**src/tvsg_pkg.sv**
```systemverilog
// Shared codes, register indexes and types of the three-voice sound generator.
package tvsg_pkg;

  localparam logic [1:0] CMD_WRITE = 2'd0;
  localparam logic [1:0] CMD_READ  = 2'd1;
  localparam logic [1:0] CMD_TICK  = 2'd2;

  localparam logic [1:0] PORT_ADDR  = 2'd0;
  localparam logic [1:0] PORT_WRITE = 2'd1;
  localparam logic [1:0] PORT_READ  = 2'd2;

  localparam logic [3:0] REG_NOISE      = 4'd6;
  localparam logic [3:0] REG_MIXER      = 4'd7;
  localparam logic [3:0] REG_AMP_A      = 4'd8;
  localparam logic [3:0] REG_ENV_FINE   = 4'd11;
  localparam logic [3:0] REG_ENV_COARSE = 4'd12;
  localparam logic [3:0] REG_ENV_SHAPE  = 4'd13;
  localparam logic [3:0] REG_PORT_A     = 4'd14;
  localparam logic [3:0] REG_PORT_B     = 4'd15;

  localparam logic [7:0] MIXER_RESET = 8'h80;
  localparam logic [4:0] ENV_TOP     = 5'h1F;

  localparam int NUM_VOICES = 3;
  localparam int NUM_REGS   = 16;

  // Everything the output mixer needs to know about the generator state
  typedef struct packed {
    logic [5:0]      mixer;
    logic [2:0][4:0] amp;
    logic [2:0]      tone_hi;
    logic            noise_hi;
    logic [4:0]      env_vol;
  } mix_state_t;

  function automatic logic [11:0] tone_span(input logic [7:0] fine, input logic [7:0] coarse);
    logic [11:0] p;
    p = {coarse[3:0], fine};
    return (p == 12'd0) ? 12'd1 : p;
  endfunction

endpackage

```
**src/tvsg_item_if.sv**
```systemverilog
// Request channel: bus accesses and generator ticks.
interface tvsg_item_if;
  logic       valid;
  logic       ready;
  logic [1:0] cmd;
  logic [1:0] port;
  logic [7:0] data;
  logic [7:0] port_a_in;

  modport source (output valid, output cmd, output port, output data, output port_a_in,
                  input ready);
  modport sink (input valid, input cmd, input port, input data, input port_a_in,
                output ready);
endinterface

```
**src/tvsg_result_if.sv**
```systemverilog
// Result channel: read data, stereo levels and port B.
interface tvsg_result_if;
  logic       valid;
  logic       ready;
  logic [7:0] rd_byte;
  logic [5:0] left_level;
  logic [5:0] right_level;
  logic       port_b_strobe;
  logic [7:0] port_b_value;

  modport source (output valid, output rd_byte, output left_level, output right_level,
                  output port_b_strobe, output port_b_value, input ready);
  modport sink (input valid, input rd_byte, input left_level, input right_level,
                input port_b_strobe, input port_b_value, output ready);
endinterface

```
**src/tvsg_mixer.sv**
```systemverilog
// Voice gating, amplitude selection and stereo sum.
module tvsg_mixer (
  input  tvsg_pkg::mix_state_t st,
  output logic [5:0]           left_level,
  output logic [5:0]           right_level
);
  import tvsg_pkg::*;

  logic [NUM_VOICES-1:0][4:0] lvl;

  always_comb begin
    for (int ch = 0; ch < NUM_VOICES; ch++) begin
      if ((!st.mixer[ch] && !st.tone_hi[ch]) || (!st.mixer[ch+3] && !st.noise_hi)) begin
        lvl[ch] = 5'd0;
      end else if (st.amp[ch][4]) begin
        lvl[ch] = st.env_vol;
      end else if (st.amp[ch][3:0] == 4'd0) begin
        lvl[ch] = 5'd0;
      end else begin
        lvl[ch] = {st.amp[ch][3:0], 1'b1};
      end
    end
  end

  assign left_level  = {1'b0, lvl[0]} + {1'b0, lvl[1]};
  assign right_level = {1'b0, lvl[0]} + {1'b0, lvl[2]};

endmodule

```
**src/three_voice_sound_generator.sv**
```systemverilog
// Three-voice sound generator: register file, dividers, noise, envelope, output stage.
// The result of an accepted request is captured in the output register on the edge that accepts it.
// Throughput: one request per cycle; all state advances directly from the accepted
// request, and the next one is taken whenever the output register is empty or drained.
// Reset (synchronous): registers zero except R7 = 0x80, noise shifter 1, envelope step
// 0x1F with hold set; the output register comes up empty.
module three_voice_sound_generator (
  input logic          clk,
  input logic          rst,
  tvsg_item_if.sink    item,
  tvsg_result_if.source result
);
  import tvsg_pkg::*;

  logic [NUM_REGS-1:0][7:0]    regs, regs_next;
  logic [3:0]                  sel, sel_next;
  logic [NUM_VOICES-1:0][11:0] tone_cnt, tone_cnt_next;
  logic [NUM_VOICES-1:0]       tone_hi, tone_hi_next;
  logic [5:0]                  noise_cnt, noise_cnt_next;
  logic [16:0]                 noise_shift, noise_shift_next;
  logic                        noise_hi, noise_hi_next;
  logic [16:0]                 env_count, env_count_next;
  logic [4:0]                  env_step, env_step_next;
  logic [4:0]                  env_attack, env_attack_next;
  logic                        env_hold, env_hold_next;
  logic                        env_alt, env_alt_next;
  logic                        env_holding, env_holding_next;

  logic       accept;
  logic [7:0] rd;
  logic       strobe;
  mix_state_t mix_st;
  logic [5:0] left_mix, right_mix;

  assign item.ready = !result.valid || result.ready;
  assign accept     = item.valid && item.ready;

  always_comb begin
    logic [7:0]  wval;
    logic [11:0] tp;
    logic [12:0] tsum;
    logic [4:0]  nv;
    logic [5:0]  np;
    logic [16:0] ep;
    logic [17:0] esum;
    logic [1:0]  n;
    logic [4:0]  wrapped;

    regs_next        = regs;
    sel_next         = sel;
    tone_cnt_next    = tone_cnt;
    tone_hi_next     = tone_hi;
    noise_cnt_next   = noise_cnt;
    noise_shift_next = noise_shift;
    noise_hi_next    = noise_hi;
    env_count_next   = env_count;
    env_step_next    = env_step;
    env_attack_next  = env_attack;
    env_hold_next    = env_hold;
    env_alt_next     = env_alt;
    env_holding_next = env_holding;
    rd               = 8'hFF;
    strobe           = 1'b0;
    wval             = item.data;
    tp               = 12'd1;
    tsum             = 13'd0;
    nv               = 5'd0;
    np               = 6'd2;
    ep               = 17'd1;
    esum             = 18'd0;
    n                = 2'd0;
    wrapped          = 5'd0;

    if (accept) begin
      case (item.cmd)
        CMD_WRITE: begin
          if (item.port == PORT_ADDR) begin
            sel_next = item.data[3:0];
          end else if (item.port == PORT_WRITE) begin
            // mixer: port A forced to input, bit 7 forced high
            if (sel == REG_MIXER) wval = {2'b10, item.data[5:0]};
            regs_next[sel] = wval;
            strobe = (sel == REG_PORT_B);
            for (int ch = 0; ch < NUM_VOICES; ch++) begin
              if (sel[3:1] == 3'(ch)) begin
                tp = tone_span(regs_next[2*ch], regs_next[2*ch+1]);
                if (tone_cnt[ch] > tp - 12'd1) tone_cnt_next[ch] = tp - 12'd1;
              end
            end
            if (sel == REG_NOISE) begin
              nv = regs_next[REG_NOISE][4:0];
              np = {((nv == 5'd0) ? 5'd1 : nv), 1'b0};
              if (noise_cnt > np - 6'd1) noise_cnt_next = np - 6'd1;
            end
            if (sel == REG_ENV_FINE || sel == REG_ENV_COARSE) begin
              ep = {regs_next[REG_ENV_COARSE], regs_next[REG_ENV_FINE], 1'b0};
              if (ep == 17'd0) ep = 17'd1;
              if (env_count >= ep) env_count_next = ep - 17'd1;
            end
            if (sel == REG_ENV_SHAPE) begin
              env_attack_next  = wval[2] ? ENV_TOP : 5'd0;
              env_holding_next = 1'b0;
              if (!wval[3]) begin
                env_hold_next = 1'b1;
                env_alt_next  = wval[2];
              end else begin
                env_hold_next = wval[0];
                env_alt_next  = wval[1];
              end
              env_count_next = 17'd0;
              env_step_next  = ENV_TOP;
            end
          end
        end
        CMD_READ: begin
          if (item.port == PORT_READ) begin
            if (sel == REG_PORT_A && !regs[REG_MIXER][6]) begin
              regs_next[REG_PORT_A] = item.port_a_in;
              rd = item.port_a_in;
            end else begin
              rd = regs[sel];
            end
          end
        end
        CMD_TICK: begin
          for (int ch = 0; ch < NUM_VOICES; ch++) begin
            tp   = tone_span(regs[2*ch], regs[2*ch+1]);
            tsum = {1'b0, tone_cnt[ch]} + 13'd1;
            if (tsum >= {1'b0, tp}) begin
              tone_cnt_next[ch] = 12'd0;
              tone_hi_next[ch]  = !tone_hi[ch];
            end else begin
              tone_cnt_next[ch] = tsum[11:0];
            end
          end
          nv = regs[REG_NOISE][4:0];
          np = {((nv == 5'd0) ? 5'd1 : nv), 1'b0};
          if (noise_cnt + 6'd1 >= np) begin
            noise_cnt_next   = 6'd0;
            noise_shift_next = {noise_shift[0] ^ noise_shift[3], noise_shift[16:1]};
            noise_hi_next    = noise_shift[1];
          end else begin
            noise_cnt_next = noise_cnt + 6'd1;
          end
          if (!env_holding) begin
            ep = {regs[REG_ENV_COARSE], regs[REG_ENV_FINE], 1'b0};
            esum = {1'b0, env_count} + 18'd2;
            // count stays below the period, so at most one step, or two at period 1
            if (ep == 17'd0) begin
              n = 2'd2;
              env_count_next = 17'd0;
            end else if (esum >= {1'b0, ep}) begin
              n = 2'd1;
              env_count_next = 17'(esum - {1'b0, ep});
            end else begin
              env_count_next = esum[16:0];
            end
            if (n != 2'd0) begin
              if ({3'd0, n} > env_step) begin
                wrapped = env_step - {3'd0, n};
                if (env_hold) begin
                  if (env_alt) env_attack_next = env_attack ^ ENV_TOP;
                  env_holding_next = 1'b1;
                  env_step_next    = 5'd0;
                end else begin
                  if (env_alt && wrapped[4]) env_attack_next = env_attack ^ ENV_TOP;
                  env_step_next = wrapped;
                end
              end else begin
                env_step_next = env_step - {3'd0, n};
              end
            end
          end
        end
        default: begin
        end
      endcase
    end
  end

  always_comb begin
    mix_st.mixer    = regs_next[REG_MIXER][5:0];
    mix_st.amp[0]   = regs_next[REG_AMP_A][4:0];
    mix_st.amp[1]   = regs_next[REG_AMP_A+4'd1][4:0];
    mix_st.amp[2]   = regs_next[REG_AMP_A+4'd2][4:0];
    mix_st.tone_hi  = tone_hi_next;
    mix_st.noise_hi = noise_hi_next;
    mix_st.env_vol  = env_step_next ^ env_attack_next;
  end

  tvsg_mixer u_mixer (
    .st          (mix_st),
    .left_level  (left_mix),
    .right_level (right_mix)
  );

  always_ff @(posedge clk) begin
    if (rst) begin
      regs            <= '0;
      regs[REG_MIXER] <= MIXER_RESET;
      sel             <= '0;
      tone_cnt        <= '0;
      tone_hi         <= '0;
      noise_cnt       <= '0;
      noise_shift     <= 17'd1;
      noise_hi        <= 1'b0;
      env_count       <= '0;
      env_step        <= ENV_TOP;
      env_attack      <= '0;
      env_hold        <= 1'b1;
      env_alt         <= 1'b0;
      env_holding     <= 1'b0;
      result.valid    <= 1'b0;
    end else begin
      regs         <= regs_next;
      sel          <= sel_next;
      tone_cnt     <= tone_cnt_next;
      tone_hi      <= tone_hi_next;
      noise_cnt    <= noise_cnt_next;
      noise_shift  <= noise_shift_next;
      noise_hi     <= noise_hi_next;
      env_count    <= env_count_next;
      env_step     <= env_step_next;
      env_attack   <= env_attack_next;
      env_hold     <= env_hold_next;
      env_alt      <= env_alt_next;
      env_holding  <= env_holding_next;
      result.valid <= accept || (result.valid && !result.ready);
    end
  end

  always_ff @(posedge clk) begin
    if (accept) begin
      result.rd_byte       <= rd;
      result.left_level    <= left_mix;
      result.right_level   <= right_mix;
      result.port_b_strobe <= strobe;
      result.port_b_value  <= regs_next[REG_PORT_B];
    end
  end

endmodule

```
**src/flat_wrapper.sv**
```systemverilog
// flat-port wrapper written by rule: the top's interface ports become plain ports
module three_voice_sound_generator_flat import tvsg_pkg::*;
  (clk, rst, item_valid, item_cmd, item_port, item_data, item_port_a_in, item_ready, result_valid, result_rd_byte, result_left_level, result_right_level, result_port_b_strobe, result_port_b_value, result_ready);
  tvsg_item_if item_i ();
  tvsg_result_if result_i ();
  input logic clk;
  input logic rst;
  input wire logic [$bits(item_i.valid)-1:0] item_valid;
  input wire logic [$bits(item_i.cmd)-1:0] item_cmd;
  input wire logic [$bits(item_i.port)-1:0] item_port;
  input wire logic [$bits(item_i.data)-1:0] item_data;
  input wire logic [$bits(item_i.port_a_in)-1:0] item_port_a_in;
  output wire logic [$bits(item_i.ready)-1:0] item_ready;
  output wire logic [$bits(result_i.valid)-1:0] result_valid;
  output wire logic [$bits(result_i.rd_byte)-1:0] result_rd_byte;
  output wire logic [$bits(result_i.left_level)-1:0] result_left_level;
  output wire logic [$bits(result_i.right_level)-1:0] result_right_level;
  output wire logic [$bits(result_i.port_b_strobe)-1:0] result_port_b_strobe;
  output wire logic [$bits(result_i.port_b_value)-1:0] result_port_b_value;
  input wire logic [$bits(result_i.ready)-1:0] result_ready;
  assign item_i.valid = item_valid;
  assign item_i.cmd = item_cmd;
  assign item_i.port = item_port;
  assign item_i.data = item_data;
  assign item_i.port_a_in = item_port_a_in;
  assign item_ready = item_i.ready;
  assign result_valid = result_i.valid;
  assign result_rd_byte = result_i.rd_byte;
  assign result_left_level = result_i.left_level;
  assign result_right_level = result_i.right_level;
  assign result_port_b_strobe = result_i.port_b_strobe;
  assign result_port_b_value = result_i.port_b_value;
  assign result_i.ready = result_ready;
  three_voice_sound_generator u_core (.clk(clk), .rst(rst), .item(item_i), .result(result_i));
endmodule
```
**config.mk**
```make
export PLATFORM = sky130hd
export DESIGN_NAME = three_voice_sound_generator_flat
export DESIGN_NICKNAME = d
export VERILOG_FILES = /design/src/tvsg_pkg.sv /design/src/tvsg_item_if.sv /design/src/tvsg_result_if.sv /design/src/tvsg_mixer.sv /design/src/three_voice_sound_generator.sv /design/src/flat_wrapper.sv
export SDC_FILE = /design/constraint.sdc
export NUM_CORES = 1
export LEC_CHECK = 0
export BUFFER_PORTS_ARGS = -buffer_cell sky130_fd_sc_hd__buf_2
export CORE_ASPECT_RATIO = 1.25
export CORE_MARGIN = 5
export CORE_UTILIZATION = 53
export DETAILED_ROUTE_END_ITERATION = 16
export GPL_ROUTABILITY_DRIVEN = 0
export HOLD_SLACK_MARGIN = 0.02
export MAX_ROUTING_LAYER = met4
export PLACE_DENSITY = 0.77
export SYNTH_ARGS = -nofsm -noshare
export SYNTH_HDL_FRONTEND = slang
export SYNTH_HIERARCHICAL = 1
export SYNTH_SLANG_ARGS = --single-unit
```
**constraint.sdc**
```tcl
create_clock -name clk -period 13.2 [get_ports clk]
set_input_delay 0 -clock clk [delete_from_list [all_inputs] [get_ports clk]]
set_output_delay 0 -clock clk [all_outputs]
set_load 0.005 [all_outputs]
```
==> impl_metrics.toml, run 1 <==
[outcome]
outcome = "finished, final reports clean"

[clocking]
post_cts_resized = 0
clkLatencyLatePin_ns = 0.57
htree_num_levels = 1
clk_pin_slew_worst_paths_ns = 0.07
cts_tree = "yes"
cts-root-buf = "clkbuf_16"
cts_sinks = 255
clockBufferDepth = 3
cts_buffers = 28

[worst_setup_path]
crit_type = "reg -> reg"
arrival_ns = 7.85
critPathCaptureType = "flip-flop"
cp.required_ns = 13.52
startpoint_type = "flip-flop"
path_max_fanout = 14

[drt]
vias = 16600
route.detailed.drc = 0
drt_iter0_markers = 1671
wl_um = 53100
wl_per_cell_um = 20.7
ant_nets = 0
drtPass1Iterations = 6
routed_via_density = 6.47

[timing]
setup_viol = 0
timing.hold.ws_ns = 0.113
slew_violations = 0
fin_skew_ns = 0.0231
fin_crit_ns = 7.53
finalWorstSetupSlack_ns = 5.67
rsz0062_at_grt = "no"
slew_headroom_pct = 8.06
post-route-period-util_pct = 57.1
hold_violations = 0
setup_tns_ns = 0
fmaxAchievable_mhz = 133
worst_slew_pin_slew_ns = 1.36

[power]
worst_ir_drop_vdd_mv = 0.112
seq_power_share_pct = 42.0
clkPwrFrac_pct = 40.9
leakage_uw = 0.00755
switchingPower_uw = 553
p_comb_share_pct = 17.1
power_density_nw_per_um2 = 98.8
power.share.switching_pct = 28.5
p_int_uw = 1390

[yosys]
syn_nets = 2272
yosysTopAreaCell = "dfxtp_1"
yosysSeqAreaShare_pct = 30.0
synth_area_um2 = 18000
synthesis.instances = 2108
avgSynthCellArea_um2 = 8.53
synthFlopType = "dfxtp_1"
ys.warnings.count = 6
ys_types = 86
yosysTopAreaCellShare_pct = 25.2
synth_edf_count = 29
ys_ff_latch = 255
yosys-top-cells-area = "dfxtp_1 25%, ha_1 9.5%, nor2_1 5.4%"
ys_async_sr_fraction_pct = 0

[grt]
grt_pass1_wl_um = 83200
grt_usage_pct = 27.5
grt_max_degree = 96
first_global_vias = 15800
overflow = 0
grt_antenna_before_repair = 0

[place]
dp_hpwl_um = 37200
io_buffer_count = 54
post-place-ws_ns = 5.88
dp_cells = 2492

[finish]
final_cells = 2563
num_antenna_cells = 0
area_delta_synth_final_pct = 9.32
drive_above_1_share_pct = 11.7
layout.nets = 2282

[die]
ios = 55
start_util_pct = 53.5
dieArea_um2 = 37700
num_rows = 75
core_um2 = 33600
die_w_um = 175
dieHeight_um = 216

[hold_path]
hp-class = "in -> reg"

[flow_run]
maxCapViolations = 0
==> metrics by stage <==
step	instance area [µm²]	total power (µW)	util (%)
2_1_floorplan	18000	1060	-
3_3_place_gp	18500	1140	55.2
3_5_place_dp	18500	1150	55.2
4_1_cts	19700	1940	58.5
5_1_grt	19700	2010	58.5
6_report	19700	1940	58.5
==> cells in the final DEF, fill, tap and decap left out, types with 49 or more instances in the layout <==
cell,instances
nand3_1,83
xnor2_1,66
nor3_1,49
a211oi_1,52
nand2_1,157
o21ai_0,75
inv_1,84
buf_2,53
ha_1,136
dfxtp_1,224
a21oi_1,171
mux2i_1,80
nor2_1,259
==> final cells by class <==
cell class              instances  area (µm²)
fillers                      2883       13900
repair buffers                101         677
clock buffers                  38         758
clock inverters                14         163
well taps                     423         529
flip-flops and latches        255        5400
inverters                      84         315
multi-input cells            1648       11800
==> layer usage <==
metal / routed length, µm / track usage [%] / part of all wire [%]
met5: 0 / - / 0
met4: 2740 / 12.3 / 5.2
met3: 4030 / 3.36 / 7.6
met2: 25700 / 46.9 / 48
met1: 20600 / 32.5 / 39
==> cells in the mapped netlist, types with 9 or more instances <==
| master | instances |
|---|---|
| o22a_1 | 10 |
| a211oi_1 | 52 |
| xnor2_1 | 66 |
| o32ai_1 | 14 |
| a21o_1 | 31 |
| mux2_2 | 40 |
| inv_1 | 84 |
| xor2_1 | 47 |
| a21oi_1 | 171 |
| and2_1 | 41 |
| dfxtp_1 | 226 |
| o21ai_0 | 75 |
| and3_1 | 13 |
| o21a_1 | 20 |
| clkbuf_1 | 86 |
| o211ai_1 | 9 |
| nand4_1 | 22 |
| o22ai_1 | 9 |
| buf_2 | 16 |
| a31oi_1 | 9 |
| nor2b_1 | 14 |
| ha_1 | 136 |
| nand2b_1 | 16 |
| buf_1 | 15 |
| nand2_1 | 157 |
| edfxtp_1 | 29 |
| nor2_1 | 260 |
| mux4_2 | 40 |
| nor3_1 | 49 |
| nand3_1 | 83 |
| mux2i_1 | 80 |
| or2_2 | 9 |
| a22oi_1 | 17 |
==> worst paths after layout <==
kind / start / endpoint / slack (ns) / cells past startpoint
max: u_core/env_count[1] / u_core/result.left_level[3] / 5.67 / 27
min: item_port[1] / u_core/result.port_b_strobe / 0.11 / 4
max reg2reg: u_core/env_count[1] / u_core/result.left_level[3] / 5.67 / 27
min reg2reg: flip-flop / flip-flop / 0.46 / 2
==> power groups by stage <==
stage	clock network (µW)	logic (µW)	registers, µW
floorplan	0	235	827
global placement	0	311	831
detailed placement	0	318	831
CTS	804	325	814
global route	838	359	816
finish	794	333	815
==> critical path, cell delays in order (launching register included) <==
cell and delay (ns):
dfxtp_1 0.44, ha_1 0.25, and4_1 0.24, nand4_1 0.27, nor2_1 0.21, xor2_1 0.22, ha_1 0.31, a211oi_1 0.34
o211ai_1 0.16, a21oi_1 0.27, a31o_2 0.32, and2_1 0.58, nor2_1 0.10, ha_1 0.24, fa_1 0.41, nor2b_1 0.17
o2111a_1 0.23, inv_1 0.06, a2111oi_0 0.06, o21ai_0 0.48, mux2i_1 0.22, xnor2_1 0.36, mux2i_1 0.13, nor2_1 0.35
ha_1 0.33, a211o_1 0.29, o21ai_0 0.14, xnor2_1 0.10
==> repair_timing <==
action,4_1_cts,5_1_grt
setup endpoints to repair,0,0
endpoints found under the hold margin,91,0
hold buffers,19,0
setup buffers,0,0
==> cell families after synthesis <==
logic type | synth area share (%)
multiplexers | 12.3
buffers and inverters | 4.51
AO/OA/AOI/OAI | 18.2
AND/OR/NAND/NOR | 19.6
XOR/XNOR | 5.50
flip-flops | 30.0
adder cells (fa/ha/maj) | 9.91
Power figures use the tool's default switching activity.
==> run 2: changes to the inputs <==
==> constraint.sdc (replaced) <==
create_clock -name clk -period 7.1 [get_ports clk]
set_input_delay 0 -clock clk [delete_from_list [all_inputs] [get_ports clk]]
set_output_delay 0 -clock clk [all_outputs]
set_load 0.005 [all_outputs]
==> impl_metrics.toml, run 2 (same netlist as run 1, synthesis figures left out) <==
[drt]
drtPass1Iterations = 6
wl_per_cell_um = 20.9
ant_nets = 0
route.detailed.drc = 0
drt_iter0_markers = 1636
vias = 16700
routed_via_density = 6.49
wl_um = 53600

[finish]
num_antenna_cells = 0
multi_input_area_um2 = 11800
final_common_cell = "nor2_1"
layout.nets = 2287
drive_above_1_share_pct = 12.3
final_cells = 2567
final_cell_mix = "258 x nor2_1, 223 x dfxtp_1, 171 x a21oi_1"
seq_area_um2 = 5400
fillCellCount = 2880
area_delta_synth_final_pct = 9.72

[power]
power_density_nw_per_um2 = 184
worst_ir_drop_vdd_mv = 0.204
leakage_uw = 0.00758

[worst_setup_path]
critPathCaptureType = "flip-flop"
crit_type = "reg -> reg"
reg2reg_to = "u_core/result.right_level[4]"
startpoint_type = "flip-flop"
cp_slowest_cell = "fa_1"
critPathMaxStageDelay_ns = 0.46
ff2ff_setup_slack_ns = 0.32
reg2reg_depth = 28
rr_startpoint = "u_core/env_count[1]"
cp_common_cell = "ha_1"
arrival_ns = 7.11
path_max_fanout = 10
cp.required_ns = 7.43

[timing]
slew_headroom_pct = 21.8
fmaxAchievable_mhz = 147
post-route-period-util_pct = 95.5
setup_tns_ns = 0
fin_skew_ns = 0.0377
fin_crit_ns = 6.78
rsz0062_at_grt = "no"
setup_viol = 0
hold_violations = 0
worst_slew_pin_slew_ns = 1.17
slew_violations = 0

[die]
dieArea_um2 = 37700
die_w_um = 175
ios = 55
start_util_pct = 53.5
num_rows = 75
core_um2 = 33600
dieHeight_um = 216

[grt]
grt_max_degree = 100
grt_pass1_wl_um = 84900
grt_usage_pct = 27.9
overflow = 0
grt_antenna_before_repair = 0
first_global_vias = 16000

[clocking]
cts_tree = "yes"
cts_buffers = 28
cts-root-buf = "clkbuf_16"
clkLatencyLatePin_ns = 0.58
cts_sinks = 255
clk_pin_slew_worst_paths_ns = 0.06
clockBufferDepth = 3
htree_num_levels = 1

[hold_path]
hp-class = "in -> reg"
min_path_cells = 4
hp-start = "item_data[5]"

[place]
io_buffer_count = 54
dp_hpwl_um = 38000
dp_cells = 2496

[flow_run]
maxCapViolations = 0

[outcome]
outcome = "finished, final reports clean"
[run 2: changes by cell type in the layout (fill, tap and decap cells not counted), moves of 2 or more]
cell,change
clkinv_2,-2
clkinvlp_4,+3
buf_4,+5
clkbuf_8,+2
clkbuf_1,-5
[run 2: worst max-delay path, delay by kind of cell, from the launching register on]
family | cells | cell delay, ns
AND/OR/NAND/NOR | 7 | 1.19
multiplexers | 2 | 0.38
flip-flops | 1 | 0.40
buffers and inverters | 1 | 0.06
adder cells (fa/ha/maj) | 6 | 1.91
AO/OA/AOI/OAI | 9 | 2.03
XOR/XNOR | 3 | 0.53
[run 2: repair_timing]
item                       CTS  global route
hold buffers                19             0
resized for setup            0             4
setup endpoints to repair    0             6
buffers inserted             0             1
hold endpoints to repair    79             0
[run 2: per-stage QoR]
step / hold slack [ns] / cell area (µm²) / worst slack [ns] / utilization (%) / power [µW]
6_report: 0.0564 / 19700 / 0.319 / 58.7 / 3630
5_1_grt: 0.0550 / 19700 / 0.0175 / 58.7 / 3770
4_1_cts: 0.0219 / 19700 / 0.227 / 58.7 / 3640
3_5_place_dp: 0.269 / 18600 / 0.248 / 55.3 / 2140
3_3_place_gp: 0.247 / 18600 / 0.557 / 55.3 / 2130
2_1_floorplan: 0.125 / 18000 / 0.677 / - / 1970
[run 2: routing by layer]
| layer | up-vias | part of all wire (%) | global-route usage (%) |
|---|---|---|---|
| li1 | 7707 | - | - |
| met2 | 826 | 48 | 47.2 |
| met1 | 7909 | 39 | 33.2 |
| met3 | 223 | 7.0 | 3.19 |
| met4 | 0 | 5.6 | 13.5 |
| met5 | - | 0 | - |
[run 2: worst max-delay path by stage]
stage | start | end
2_1_floorplan | u_core/env_count[1] | u_core/result.right_level[4]
3_3_place_gp | u_core/env_count[1] | u_core/result.right_level[4]
3_5_place_dp | u_core/env_count[1] | u_core/result.right_level[4]
4_1_cts | u_core/env_count[1] | u_core/result.right_level[4]
5_1_grt | u_core/env_count[1] | u_core/result.right_level[3]
6_report | u_core/env_count[1] | u_core/result.right_level[4]
[run 2: power breakdown]
group	total (µW)	switching [µW]	internal (µW)
Combinational	624	381	243
Clock	1490	632	862
Sequential	1520	33.0	1480
[run 2: cell type report]
type	count	area share, %
clock buffers	36	4.01
inverters	84	1.60
flip-flops and latches	255	27.4
clock inverters	15	0.780
well taps	423	2.68
repair buffers	106	3.62
multi-input cells	1648	59.9
==> run 3: changes to the inputs <==
--- a/config.mk
+++ b/config.mk
@@ -14,6 +14,7 @@
 export HOLD_SLACK_MARGIN = 0.02
 export MAX_ROUTING_LAYER = met4
 export PLACE_DENSITY = 0.77
+export REMOVE_ABC_BUFFERS = 1
 export SYNTH_ARGS = -nofsm -noshare
 export SYNTH_HDL_FRONTEND = slang
 export SYNTH_HIERARCHICAL = 1
==> constraint.sdc (replaced) <==
create_clock -name clk -period 6.4 [get_ports clk]
set_input_delay 0 -clock clk [delete_from_list [all_inputs] [get_ports clk]]
set_output_delay 0 -clock clk [all_outputs]
set_load 0.005 [all_outputs]
==> impl_metrics.toml, run 3 (same netlist as run 1, synthesis figures left out) <==
[clocking]
cts_tree = "yes"
cts_buffers = 27
clk_pin_slew_worst_paths_ns = 0.06
htree_num_levels = 1
cts-root-buf = "clkbuf_16"
cts_sinks = 255
clkLatencyLatePin_ns = 0.56
clockBufferDepth = 3

[finish]
multi_input_area_um2 = 11900
area_delta_synth_final_pct = 10.6
utilization_pct = 59.2
final_common_cell = "nor2_1"
fillCellCount = 2885
seq_area_um2 = 5400
drive_above_1_share_pct = 13.9
layout.nets = 2299
final_cell_mix = "255 x nor2_1, 222 x dfxtp_1, 168 x a21oi_1"

[worst_setup_path]
critPathCaptureType = "flip-flop"
path_max_fanout = 4
crit_family = "compound AO/OA/AOI/OAI gates"
critPathMaxStageDelay_ns = 0.36
cp_slowest_cell = "ha_1"
crit_type = "reg -> reg"
arrival_ns = 6.45
cp.required_ns = 6.70
path_buf_inv = 3
startpoint_type = "flip-flop"

[timing]
fin_crit_ns = 6.15
finalWorstSetupSlack_ns = 0.254
setup_viol = 0
setup_tns_ns = 0
hold_violations = 0
worst_slew_pin_slew_ns = 1.12
fin_skew_ns = 0.0215
slew_violations = 0
slew_headroom_pct = 25.6
post-route-period-util_pct = 96.0
rsz0062_at_grt = "yes"
fmaxAchievable_mhz = 163

[die]
start_util_pct = 53.5
dieArea_um2 = 37700
core_um2 = 33600
dieHeight_um = 216
ios = 55
die_w_um = 175
num_rows = 75

[outcome]
outcome = "finished, final reports clean"

[place]
dp_hpwl_um = 38500
post-place-ws_ns = -0.202
io_buffer_count = 54

[hold_path]
hp-class = "in -> reg"

[grt]
grt_pass1_wl_um = 85500
grt_usage_pct = 28.2
overflow = 0
first_global_vias = 16300
grt_max_degree = 101
grt_antenna_before_repair = 2

[power]
power_density_nw_per_um2 = 200
worst_ir_drop_vdd_mv = 0.165
leakage_uw = 0.00763

[drt]
drt_iter0_markers = 1680
route.detailed.drc = 0
vias = 16600
wl_per_cell_um = 20.8
ant_nets = 0
wl_um = 53800
drtPass1Iterations = 5
routed_via_density = 6.43

[flow_run]
maxCapViolations = 0
-- run 3: per-stage QoR --
step	total power, µW	std cells	hold slack, ns	instance area [µm²]
2_1_floorplan	2150	1987	0.0679	17500
6_report	3980	2580	0.0780	19900
4_1_cts	3970	2571	0.0389	19700
3_3_place_gp	2380	2501	0.248	18600
5_1_grt	4130	2580	0.0981	19900
3_5_place_dp	2390	2501	0.254	18600
-- run 3: final cells by class --
class	instances	share of cell area [%]
Clock buffer	40	4.00
Antenna cell	1	0.0126
Timing Repair Buffer	119	4.08
Clock inverter	10	0.453
Sequential cell	255	27.2
Inverter	84	1.59
Tap cell	423	2.66
Multi-Input combinational cell	1648	60.1
-- run 3: what timing repair did --
item                                    4_1_cts  5_1_grt
buffers inserted                              1        8
endpoints found under the setup margin        6       10
endpoints found under the hold margin        67        0
hold buffers                                 19        0
pin swaps                                     2       12
gates resized for setup                       4       30
-- run 3: power by group --
group | switching, µW | internal, µW | total, µW
Combinational | 438 | 284 | 723
Clock | 677 | 900 | 1580
Sequential | 34.1 | 1650 | 1680
-- run 3: metal layers --
layer  wire [µm]  GRT usage, %  vias to the layer above  part of all wire (%)
li1            -             -                     7729                     -
met1       20900          32.3                     7981                    39
met2       26400          48.3                      699                    49
met3        3690          4.17                      187                   6.9
met4        2760          13.9                        0                   5.1
met5           0             -                        -                     0
-- run 3: worst reg2reg max path, delay by kind of cell (launching register included) --
family,cells,cell delay [ns]
xor gates and xnor gates,3,0.47
and+or+nand+nor,8,1.58
adders and majority gates,4,1.09
DFF,1,0.35
buffers and inverters,3,0.33
muxes,2,0.33
AOI/OAI and AO/OA,8,1.73
-- run 3: final timing paths --
path,endpoint,from,depth (start not counted),slack [ns]
worst max register to register,u_core/result.left_level[4],u_core/env_count[1],28,0.25
worst min-delay path,u_core/sel[1],item_port[0],5,0.08
worst min register to register,u_core/noise_shift[2],u_core/noise_shift[2],2,0.46
worst max-delay path,u_core/result.left_level[4],u_core/env_count[1],28,0.25
